### config.mk
export PLATFORM = sky130hd
export DESIGN_NAME = comb_sorter
export DESIGN_NICKNAME = d
export VERILOG_FILES = /design/src/hdl/csort_pkg.sv /design/src/hdl/csort_ram.sv /design/src/hdl/csort_shrink.sv /design/src/hdl/comb_sorter.sv
export SDC_FILE = /design/constraint.sdc
export NUM_CORES = 2
export LEC_CHECK = 0
export BUFFER_PORTS_ARGS = -buffer_cell sky130_fd_sc_hd__buf_4
export CORE_ASPECT_RATIO = 2
export CORE_MARGIN = 4
export CORE_UTILIZATION = 37
export CTS_CLUSTER_DIAMETER = 150
export DETAILED_ROUTE_END_ITERATION = 8
export GPL_TIMING_DRIVEN = 0
export SLEW_MARGIN = 40
export SYNTH_ARGS = -nofsm -noshare
export SYNTH_HDL_FRONTEND = slang
export SYNTH_SLANG_ARGS = --single-unit
### constraint.sdc
create_clock -name i_clk -period 6.5 [get_ports i_clk]
set_input_delay 0.325 -clock i_clk [delete_from_list [all_inputs] [get_ports i_clk]]
set_output_delay 0.325 -clock i_clk [all_outputs]
set_load 0.1 [all_outputs]
### src/hdl/csort_pkg.sv
// csort_pkg: shared types, constants and the ordering test for the comb sorter
// used by comb_sorter, csort_shrink and tb; no dependencies

package csort_pkg;

    localparam int unsigned MAX_ELEMENTS_DEF = 64;
    localparam int unsigned VALUE_W          = 32;

    // gap shrink factor of 1.3, as a ratio of two constants
    localparam int unsigned SHRINK_NUM = 10;
    localparam int unsigned SHRINK_DEN = 13;

    typedef struct packed {
        logic signed [VALUE_W-1:0] in_value;
        logic                      in_last;
    } t_in_item;

    typedef struct packed {
        logic signed [VALUE_W-1:0] out_value;
        logic                      out_last;
    } t_out_item;

    // true when a must move behind b for the chosen order; equal values never swap
    function automatic logic out_of_order(
        input logic signed [VALUE_W-1:0] a,
        input logic signed [VALUE_W-1:0] b,
        input logic                      desc
    );
        logic res;
        res = desc ? (a < b) : (a > b);
        return res;
    endfunction

endpackage

### src/hdl/csort_ram.sv
// csort_ram: generic memory, one write port and two registered read ports
// no package dependency

module csort_ram #(
    parameter int unsigned WIDTH = 32,
    parameter int unsigned DEPTH = 64
) (
    input  logic                                     i_clk,
    input  logic                                     i_we,
    input  logic [((DEPTH > 1) ? $clog2(DEPTH) : 1)-1:0] i_waddr,
    input  logic [WIDTH-1:0]                         i_wdata,
    input  logic [((DEPTH > 1) ? $clog2(DEPTH) : 1)-1:0] i_raddr_a,
    input  logic [((DEPTH > 1) ? $clog2(DEPTH) : 1)-1:0] i_raddr_b,
    output logic [WIDTH-1:0]                         o_rdata_a,
    output logic [WIDTH-1:0]                         o_rdata_b
);

    logic [WIDTH-1:0] r_mem [DEPTH];

    always_ff @(posedge i_clk) begin
        if (i_we) begin
            r_mem[i_waddr] <= i_wdata;
        end
        o_rdata_a <= r_mem[i_raddr_a];
        o_rdata_b <= r_mem[i_raddr_b];
    end

endmodule

### src/hdl/csort_shrink.sv
// csort_shrink: registered gap shrink unit, gap*10/13 clamped to at least one
// depends on csort_pkg for the shrink ratio

module csort_shrink
    import csort_pkg::*;
#(
    parameter int unsigned MAX_ELEMENTS = MAX_ELEMENTS_DEF
) (
    input  logic                              i_clk,
    input  logic                              i_rst_n,
    input  logic                              i_start,
    input  logic [$clog2(MAX_ELEMENTS+1)-1:0] i_gap,
    output logic                              o_done,
    output logic [$clog2(MAX_ELEMENTS+1)-1:0] o_gap
);

    localparam int unsigned CW = $clog2(MAX_ELEMENTS + 1);
    localparam int unsigned XW = CW + 4;       // holds gap*10
    localparam int unsigned RS = XW + 4;       // reciprocal scale, error below 1/16
    localparam logic [RS-1:0] RM = RS'((64'd1 << RS) / SHRINK_DEN);

    logic [XW-1:0]    x;
    logic [XW+RS-1:0] prod;
    logic [XW-1:0]    r_x;
    logic [XW-1:0]    r_q0;
    logic             r_busy;
    logic [XW-1:0]    rem;
    logic [XW-1:0]    q;

    // gap*10 as shifts and one add
    assign x    = XW'({i_gap, 3'b000}) + XW'({i_gap, 1'b0});
    assign prod = (XW+RS)'(x) * (XW+RS)'(RM);

    // estimate is exact or one short
    assign rem = r_x - XW'(r_q0 * XW'(SHRINK_DEN));
    assign q   = (rem >= XW'(SHRINK_DEN)) ? r_q0 + 1'b1 : r_q0;

    always_ff @(posedge i_clk) begin
        if (!i_rst_n) begin
            r_busy <= 1'b0;
            o_done <= 1'b0;
        end else begin
            r_busy <= i_start;
            o_done <= r_busy;
        end
        if (i_start) begin
            r_x  <= x;
            r_q0 <= prod[RS +: XW];
        end
        if (r_busy) begin
            o_gap <= (q == '0) ? CW'(1) : q[CW-1:0];
        end
    end

endmodule

### src/hdl/comb_sorter.sv
// comb_sorter: top level, input store, comb sort sequencer and output register
// depends on csort_pkg, csort_ram and csort_shrink
//
// Collects signed 32-bit values, one per input transaction, into a store of
// MAX_ELEMENTS entries; values arriving once the store is full are dropped.
// The transaction marked last (stored or dropped) starts a comb sort of the
// stored set with shrink factor 1.3, in the order given by the descending
// register as it stands when that transaction arrives. The sorted set then
// leaves as one output transaction per element, the final one marked.
// Loading accepts an element whenever one is offered. The sort runs on one shared
// compare-and-swap path over a single-write memory: each pass takes a loop
// decision, the gap shrink and a closing bounds check, and each pair a read state
// and a compare state, plus a second write state when the pair is swapped. A set
// of 64 random values needs some 12 to 16 passes. Each output element is read and
// then handed to the output register, which waits while the sink stalls.
// Input is stalled from the last transaction until the final result has
// been handed to the output register.

module comb_sorter
    import csort_pkg::*;
#(
    parameter int unsigned MAX_ELEMENTS = MAX_ELEMENTS_DEF
) (
    input  logic      i_clk,
    input  logic      i_rst_n,
    // input channel
    input  logic      i_in_valid,
    input  t_in_item  i_in_data,
    output logic      o_in_stall,
    // output channel
    output logic      o_out_valid,
    output t_out_item o_out_data,
    input  logic      i_out_stall,
    // configuration write channel
    input  logic      i_cfg_valid,
    input  logic      i_cfg_data,
    output logic      o_cfg_ready
);

    localparam int unsigned CW = $clog2(MAX_ELEMENTS + 1);
    localparam int unsigned AW = (MAX_ELEMENTS > 1) ? $clog2(MAX_ELEMENTS) : 1;

    // sequencer states
    localparam logic [2:0] ST_IDLE   = 3'd0;  // loading elements
    localparam logic [2:0] ST_LOOP   = 3'd1;  // decide on another pass
    localparam logic [2:0] ST_SHRINK = 3'd2;  // wait for new gap
    localparam logic [2:0] ST_PAIR   = 3'd3;  // issue reads of a pair
    localparam logic [2:0] ST_CMP    = 3'd4;  // compare, write low side on swap
    localparam logic [2:0] ST_SWAP   = 3'd5;  // write high side
    localparam logic [2:0] ST_OUT_RD = 3'd6;  // read next sorted element
    localparam logic [2:0] ST_OUT_LD = 3'd7;  // hand it to the output register

    logic [2:0]         r_state, n_state;
    logic [CW-1:0]      r_count, n_count;    // elements held / set size
    logic [CW-1:0]      r_gap, n_gap;
    logic               r_swapped, n_swapped;
    logic [CW-1:0]      r_idx, n_idx;        // pair low index, then output index
    logic               r_desc;              // configuration register
    logic               r_sort_desc, n_sort_desc;
    logic [VALUE_W-1:0] r_hold, n_hold;
    logic               r_out_valid, n_out_valid;
    t_out_item          r_out_data, n_out_data;

    logic               in_accept;
    logic               store_en;
    logic [CW-1:0]      count_inc;
    logic [CW:0]        hi_idx;              // pair high index, one bit of headroom
    logic [CW:0]        idx_inc;
    logic               out_free;

    logic               shrink_start;
    logic               shrink_done;
    logic [CW-1:0]      shrink_gap;

    logic               we;
    logic [AW-1:0]      waddr;
    logic [VALUE_W-1:0] wdata;
    logic [VALUE_W-1:0] rdata_a;
    logic [VALUE_W-1:0] rdata_b;

    assign o_cfg_ready = 1'b1;
    assign o_in_stall  = (r_state != ST_IDLE);
    assign o_out_valid = r_out_valid;
    assign o_out_data  = r_out_data;

    assign in_accept = i_in_valid && !o_in_stall;
    assign store_en  = (r_count < CW'(MAX_ELEMENTS));
    assign count_inc = store_en ? r_count + 1'b1 : r_count;
    assign hi_idx    = (CW+1)'(r_idx) + (CW+1)'(r_gap);
    assign idx_inc   = (CW+1)'(r_idx) + 1'b1;
    // output register can take a new element this cycle
    assign out_free  = !r_out_valid || !i_out_stall;

    // element store
    csort_ram #(
        .WIDTH (VALUE_W),
        .DEPTH (MAX_ELEMENTS)
    ) u_store (
        .i_clk     (i_clk),
        .i_we      (we),
        .i_waddr   (waddr),
        .i_wdata   (wdata),
        .i_raddr_a (r_idx[AW-1:0]),
        .i_raddr_b (hi_idx[AW-1:0]),
        .o_rdata_a (rdata_a),
        .o_rdata_b (rdata_b)
    );

    // gap shrink
    csort_shrink #(
        .MAX_ELEMENTS (MAX_ELEMENTS)
    ) u_shrink (
        .i_clk   (i_clk),
        .i_rst_n (i_rst_n),
        .i_start (shrink_start),
        .i_gap   (r_gap),
        .o_done  (shrink_done),
        .o_gap   (shrink_gap)
    );

    // single write port shared by loading and both halves of a swap
    always_comb begin
        we    = 1'b0;
        waddr = r_idx[AW-1:0];
        wdata = rdata_b;
        case (r_state)
            ST_IDLE: begin
                we    = in_accept && store_en;
                waddr = r_count[AW-1:0];
                wdata = i_in_data.in_value;
            end
            ST_CMP: begin
                we    = out_of_order(rdata_a, rdata_b, r_sort_desc);
                waddr = r_idx[AW-1:0];
                wdata = rdata_b;
            end
            ST_SWAP: begin
                we    = 1'b1;
                waddr = hi_idx[AW-1:0];
                wdata = r_hold;
            end
            default: begin
                we = 1'b0;
            end
        endcase
    end

    // sequencer
    always_comb begin
        n_state      = r_state;
        n_count      = r_count;
        n_gap        = r_gap;
        n_swapped    = r_swapped;
        n_idx        = r_idx;
        n_sort_desc  = r_sort_desc;
        n_hold       = r_hold;
        n_out_valid  = r_out_valid && i_out_stall;
        n_out_data   = r_out_data;
        shrink_start = 1'b0;

        case (r_state)
            ST_IDLE: begin
                if (in_accept) begin
                    n_count = count_inc;
                    if (i_in_data.in_last) begin
                        // latch order and start with gap equal to the set size
                        n_gap       = count_inc;
                        n_swapped   = 1'b1;
                        n_sort_desc = r_desc;
                        n_state     = ST_LOOP;
                    end
                end
            end
            ST_LOOP: begin
                if (!r_swapped && r_gap == CW'(1)) begin
                    n_idx   = '0;
                    n_state = ST_OUT_RD;
                end else begin
                    shrink_start = 1'b1;
                    n_state      = ST_SHRINK;
                end
            end
            ST_SHRINK: begin
                if (shrink_done) begin
                    n_gap     = shrink_gap;
                    n_swapped = 1'b0;
                    n_idx     = '0;
                    n_state   = ST_PAIR;
                end
            end
            ST_PAIR: begin
                // reads of both ends are issued from the index registers
                if (hi_idx < (CW+1)'(r_count)) begin
                    n_state = ST_CMP;
                end else begin
                    n_state = ST_LOOP;
                end
            end
            ST_CMP: begin
                if (out_of_order(rdata_a, rdata_b, r_sort_desc)) begin
                    n_hold  = rdata_a;
                    n_state = ST_SWAP;
                end else begin
                    n_idx   = idx_inc[CW-1:0];
                    n_state = ST_PAIR;
                end
            end
            ST_SWAP: begin
                n_swapped = 1'b1;
                n_idx     = idx_inc[CW-1:0];
                n_state   = ST_PAIR;
            end
            ST_OUT_RD: begin
                n_state = ST_OUT_LD;
            end
            ST_OUT_LD: begin
                if (out_free) begin
                    n_out_valid          = 1'b1;
                    n_out_data.out_value = rdata_a;
                    n_out_data.out_last  = (idx_inc == (CW+1)'(r_count));
                    if (idx_inc == (CW+1)'(r_count)) begin
                        // set delivered, store empty for the next one
                        n_count = '0;
                        n_state = ST_IDLE;
                    end else begin
                        n_idx   = idx_inc[CW-1:0];
                        n_state = ST_OUT_RD;
                    end
                end
            end
            default: begin
                n_state = ST_IDLE;
            end
        endcase
    end

    always_ff @(posedge i_clk) begin
        if (!i_rst_n) begin
            r_state     <= ST_IDLE;
            r_count     <= '0;
            r_gap       <= '0;
            r_swapped   <= 1'b0;
            r_idx       <= '0;
            r_desc      <= 1'b0;
            r_sort_desc <= 1'b0;
            r_out_valid <= 1'b0;
        end else begin
            r_state     <= n_state;
            r_count     <= n_count;
            r_gap       <= n_gap;
            r_swapped   <= n_swapped;
            r_idx       <= n_idx;
            r_sort_desc <= n_sort_desc;
            r_out_valid <= n_out_valid;
            if (i_cfg_valid && o_cfg_ready) begin
                r_desc <= i_cfg_data;
            end
        end
        r_hold     <= n_hold;
        r_out_data <= n_out_data;
    end

endmodule

== Yosys cells after proc, flatten, opt, wreduce, memory -nomap -nowiden ==
Memories as Yosys holds them, arrays and structs flattened. A register that Yosys moved wholly into a read port is not among the register bits.
Cells that the tools add are included.
Word-level totals
  memories: 1
  bits in writable memories: 2048
  input port bits: 39
  register bits: 121
  logic and storage cells: 110
Memories
  u_store.r_mem: depth 64, bits a word 32, rd ports 2, clocked after Yosys merged registers in 2, write ports 1, RTL line csort_ram.sv:18  | logic [WIDTH-1:0] r_mem [DEPTH];
Operators by class
  multiplexer cells: 39
  add/sub/neg operators: 6
  equal/unequal tests: 17
  multiply operators: 2
  magnitude comparators: 5
  reduce and logical (&&, ||, !) cells: 24
Operator list (count)
  2-to-1 mux 7 bit: 12
  one-hot mux 32 bit (2 select lines): 1
  one-hot mux 7 bit (5 select lines): 1
  greater-than comparator 32 bit: 1
  less-than comparator 32 bit: 1
  one-hot mux 7 bit (2 select lines): 2
  2-to-1 mux 3 bit: 8
  one-hot mux 3 bit (8 select lines): 1
  multiplier 11 x 9 -> 20 bit (second input constant): 1
  AND reduction 4 bit: 4
  != test 2 bit (second input constant): 7
  == test 3 bit (second input constant): 4
  one-hot mux 6 bit (2 select lines): 1
  adder 10 x 8 -> 11 bit: 1
  greater-or-equal comparator 11 x 4 -> 1 bit (second input constant): 1
  zero test 11 bit: 1
  multiplier 8 x 4 -> 11 bit (second input constant): 1
  2-to-1 mux 11 bit: 1
  subtractor 11 bit: 1
  2-to-1 mux 1 bit: 10
  adder 8 x 1 -> 9 bit (second input constant): 1
  adder 7 x 1 -> 8 bit (second input constant): 1
  adder 7 x 7 -> 8 bit: 1
  == test 8 x 7 -> 1 bit: 1
  other kinds (18): 29

== Depth between registers and ports, before layout ==
  word-level depth: 7
  depth in mapped cells: 26
  mapped depth without buffers: 26

== By module ==
From an unflattened synthesis, not the netlist that was laid out.
Second synthesis, totals
  cells, all modules: 5378
  area, all modules: 105032.0 um2
Modules (own cells, without submodules)
  csort_ram: times used 1, area an instance 95660.5 um2, cells an instance 4412
  comb_sorter: times used 1, area an instance 5517.8 um2, cells an instance 583
  csort_shrink: times used 1, area an instance 3853.7 um2, cells an instance 383

== Worst setup path before layout ==
Ideal clock, no wire load.
  path type: register -> register
  from: register r_gap[1]
  to: register u_shrink.r_q0[6], data pin
  stages on the path, launching flop included: 24
  period minus slack after synthesis: 5762 ps
  path slack: 738 ps
  arrival: 5499 ps
  buffers on the path: 0
  setup time: 263 ps
  cells stage by stage: dfxtp_1 inv_1 fa_1 inv_1 a21oi_1 o21bai_1 xor2_1 inv_1 fa_1 inv_1 ha_1 inv_1 fa_1 fa_1 inv_1 ha_1 o21a_1 o21ai_0 nor2_1 a221oi_1 a21oi_1 and4_1 nor3_1 xnor2_1
On the way
  longest elaborated chain between the ends: 2
Ends and longest elaborated chain
  start, declared: RTL line comb_sorter.sv:55  | logic [CW-1:0] r_gap, n_gap;
  start signal, assigned: RTL line comb_sorter.sv:250  | r_gap <= n_gap;
  adder 10 x 8 -> 11 bit: RTL line csort_shrink.sv:31  | assign x = XW'({i_gap, 3'b000}) + XW'({i_gap, 1'b0});
  named net u_shrink.x[7]: RTL line csort_shrink.sv:22  | logic [XW-1:0] x;
  multiplier 11 x 9 -> 20 bit: RTL line csort_shrink.sv:32  | assign prod = (XW+RS)'(x) * (XW+RS)'(RM);
  named net u_shrink.prod[21]: RTL line csort_shrink.sv:23  | logic [XW+RS-1:0] prod;
  end signal, assigned: RTL line csort_shrink.sv:48  | r_q0 <= prod[RS +: XW];
  end, declared: RTL line csort_shrink.sv:25  | logic [XW-1:0] r_q0;
The timed path passes the listed nets, and every way through them passes these cells.
A chain may end at the register's enable or synchronous reset.

== Worst setup path after layout ==
  from: register u_store.o_rdata_a[19] (read register of u_store.r_mem)
  to: memory u_store.r_mem[28][13], enable pin
On the way
  longest elaborated chain between the ends: 5
  elaborated cells on any way between the ends: 6
Ends and longest elaborated chain
  start, declared: RTL line csort_ram.sv:14  | output logic [WIDTH-1:0] o_rdata_a,
  greater-than comparator 32 bit or less-than comparator 32 bit (tied branches): RTL line csort_pkg.sv:30  | res = desc ? (a < b) : (a > b);
  2-to-1 mux 1 bit *: RTL line csort_pkg.sv:30
  one-hot mux 1 bit (3 select lines) *: RTL line comb_sorter.sv:126  | case (r_state)
  2-to-1 mux 1 bit *: RTL line csort_ram.sv:21  | if (i_we) begin
  2-to-1 mux 1 bit (implied by the code) *: RTL line csort_ram.sv:22  | r_mem[i_waddr] <= i_wdata;
  end, declared: RTL line csort_ram.sv:18
Mark *: on every way between the ends. The rest lies on a longest branch, timed or not.

==> results_dict.tcl <==
set metrics [dict create \
    period_needed_ps 6740 \
    grt_overflow 0 \
    fill_cells 23669 \
    fmax_mhz 148 \
    fin_nets 5939 \
    power_mw 33.1 \
    worstHoldStart "i_in_data[1]" \
    post_drt_via_cell_ratio 6.37 \
    grt_pass1_wl_um 540000 \
    violations "setup timing" \
    synth_seq_cells 2232 \
    worstReg2RegStart "u_store.o_rdata_a[19]$_DFF_P_" \
    fp.dieH_um 759 \
    antenna_left 0 \
    synthToLayoutAreaGrowth_pct 18.1 \
    tightest_slew_ps 983 \
    power.density_nw_per_um2 269 \
    die_width_um 383 \
    worstPathMaxFanout 11 \
    core_um2 280000 \
    hold_end "u_store.r_mem[12][0]$_DFFE_PP_" \
    dp_cells 9262 \
    ff_latch_area_um2 66100 \
    syn_inst 4986 \
    skew_ps 60.4 \
    finalCritPeriodShare_pct 104 \
    r2r_slack_ps -240 \
    final_common_cell "edfxtp_1" \
    synth_edf_count 2138 \
    r2r_cells 17 \
    power.leakage_nw 39.0 \
    end_kind "register" \
    grt_pass1_vias 64833 \
    timing.rr.end "u_store.r_mem[28][13]$_DFFE_PP_" \
    tritoncts "done" \
    setup_viol 72 \
    drive_gt1_share_pct 43.9 \
    status "complete, but fails checks" \
    relSlewSlack_pct 34.1 \
    whs_path_depth 3 \
    syn_avg_cell_area_um2 20.9 \
    peakVddDrop_uv 209 \
    hpwl_um 320000 \
    path_class "register to register" \
    grt_max_degree 65 \
    grtUsageTotal_pct 27.9 \
    layout_common_cells "edfxtp_1 (2138), mux4_2 (1312), buf_4 (261)" \
    routabilityCongestion 0.906 \
    drt_pass1_iterations 9 \
    multiInputGateArea_um2 37100 \
    slew_viol_final 0 \
    cts_buffer_depth 4 \
    antenna_found_initial 45 \
    netlist_area_um2 104000 \
    ys_warn_count 0 \
    routed_wl_um 409000 \
    worstPathArrival_ps 7350 \
    clk_pin_slew_worst_paths_ps 70 \
    h-tree-depth 4 \
    maxCapViolations 0 \
    postSynth.asyncResetShare_pct 0 \
    num_vias 61540 \
    clockRootBuffer "clkbuf_16" \
    ios 75 \
    clock-sinks 2232 \
    drc_errors 0 \
    numCtsBuffers 198 \
    drtIter0Drc 7943 \
    place_area_um2 117000 \
    insertion_delay_ps 920 \
    finalWorstSetupSlack_ps -244 \
    seq_area_frac_synth_pct 63.3 \
    synth_ff_type "edfxtp_1" \
    wire_per_inst_um 42.4 \
    hold_violations 0 \
    ys_types 71 \
    rows 275 \
    die-area_um2 291000 \
    final_cell_area_um2 123000 \
    final_cells 9656 \
    syn_nets 5191 \
    critPathRequiredTime_ps 7110 \
    hold_class "input port to register" \
    start_util_pct 37.2 \
    worst_setup_path_start_kind "register" \
    port-buffer-count 72 \
]
==> registers in the layout, indices dropped and copies added, names as in the netlist <==
signal / count
o_out_data: 33
u_shrink.r_q0: 8
r_idx: 7
u_shrink.r_x: 10
r_sort_desc: 1
r_hold: 32
u_store.o_rdata_a: 32
u_store.o_rdata_b: 32
u_shrink.o_gap: 7
r_count: 7
r_gap: 7
r_swapped: 1
u_shrink.o_done: 1
u_store.r_mem: 2048
u_shrink.r_busy: 1
o_out_valid: 1
r_state: 3
r_desc: 1
==> critical path, stage by stage, from the launching register on <==
cell and delay, ps:
dfxtp_1 550, ha_1 310, nand2_1 410, o21ai_0 430, a211oi_2 760, o221ai_1 370, a211o_1 500, a21boi_4 480
buf_8 250, buf_16 180, o21bai_1 220, buf_2 300, nor3_2 520, buf_4 290, buf_2 230, buf_4 210
buf_2 220, buf_4 190
==> where the power goes <==
| part | leakage (nW) | switching, mW | internal [mW] | total [mW] |
|---|---|---|---|---|
| clock network | 3.14 | 5.55 | 6.73 | 12.3 |
| logic | 15.8 | 2.67 | 1.36 | 4.02 |
| registers | 20.1 | 0.186 | 16.6 | 16.8 |
| total | 39.0 | 8.40 | 24.7 | 33.1 |
==> cells in the mapped netlist (all sizes together) (8+ instances only) <==
library cell / number / area share [%]
mux4: 1312 / 28
xnor2: 26 / 0.22
and2: 46 / 0.28
xor2: 18 / 0.15
a21oi: 43 / 0.21
a31oi: 37 / 0.22
inv: 166 / 0.60
a21o: 11 / 0.079
o21ai: 33 / 0.16
nor2: 80 / 0.29
dfxtp: 94 / 1.8
mux2i: 11 / 0.11
edfxtp: 2138 / 62
nand3: 27 / 0.13
nand2: 192 / 0.69
a211oi: 40 / 0.29
ha: 125 / 1.5
buf: 130 / 0.51
a22oi: 41 / 0.30
nor2b: 8 / 0.048
nand4: 8 / 0.048
nor3: 47 / 0.23
fa: 41 / 0.79
clkbuf: 216 / 0.78
==> per-layer routing <==
layer	vias up	GRT usage, %	part of all wire, %
li1	23075	-	-
met1	32355	24.5	27
met2	4156	50.3	52
met3	1930	6.45	7.9
met4	24	28.2	13
met5	-	0.132	0.034
==> cells by family after synthesis <==
group,after synthesis,share of synthesized area (%)
simple gates,444,1.95
compound gates,262,1.72
flops,2232,63.3
buf+inv,513,1.89
other cells,1,0.00359
mux,1324,28.4
xor+xnor,44,0.369
fa+ha+maj,166,2.29
==> cell type report <==
cell class,count,share of cell area (%)
Timing Repair Buffer,548,5.32
Multi-Input combinational cell,2241,30.1
Tap cell,3739,3.80
Sequential cell,2232,53.6
Antenna cell,33,0.0670
Clock buffer,246,4.30
Buffer,346,1.39
Inverter,167,0.509
Clock inverter,104,0.924
==> what timing repair did <==
action | CTS | global route
buffers inserted | 1 | 0
pin swaps | 1 | 0
resized for setup | 10 | 6
hold buffers | 9 | 0
endpoints found under the hold margin | 45 | 0
endpoints found under the setup margin | 32 | 43
==> worst max path at each step <==
stage | from | to | depth (start not counted)
finish | u_store.o_rdata_a[19]$_DFF_P_ | u_store.r_mem[28][13]$_DFFE_PP_ | 17
global route | r_gap[1]$_SDFFE_PN0P_ | u_shrink.r_q0[6]$_DFFE_PP_ | 22
floorplan | r_gap[1]$_SDFFE_PN0P_ | u_shrink.r_q0[6]$_DFFE_PP_ | 23
CTS | r_gap[0]$_SDFFE_PN0P_ | u_shrink.r_q0[6]$_DFFE_PP_ | 24
global placement | u_store.o_rdata_a[19]$_DFF_P_ | u_store.r_mem[25][13]$_DFFE_PP_ | 10
detailed placement | r_gap[1]$_SDFFE_PN0P_ | u_shrink.r_q0[6]$_DFFE_PP_ | 23
==> metrics by stage <==
step	hold slack, ps	worst slack, ps	TNS [ps]	utilization, %
3_3_place_gp	498	-7140	-	39.1
6_report	24.5	-244	-7300	43.9
2_1_floorplan	426	738	0	-
4_1_cts	20.2	3.44	0	43.9
3_5_place_dp	499	-759	-4820	41.6
5_1_grt	40.3	-9.91	-13.3	43.9
Power figures use the tool's default switching activity.
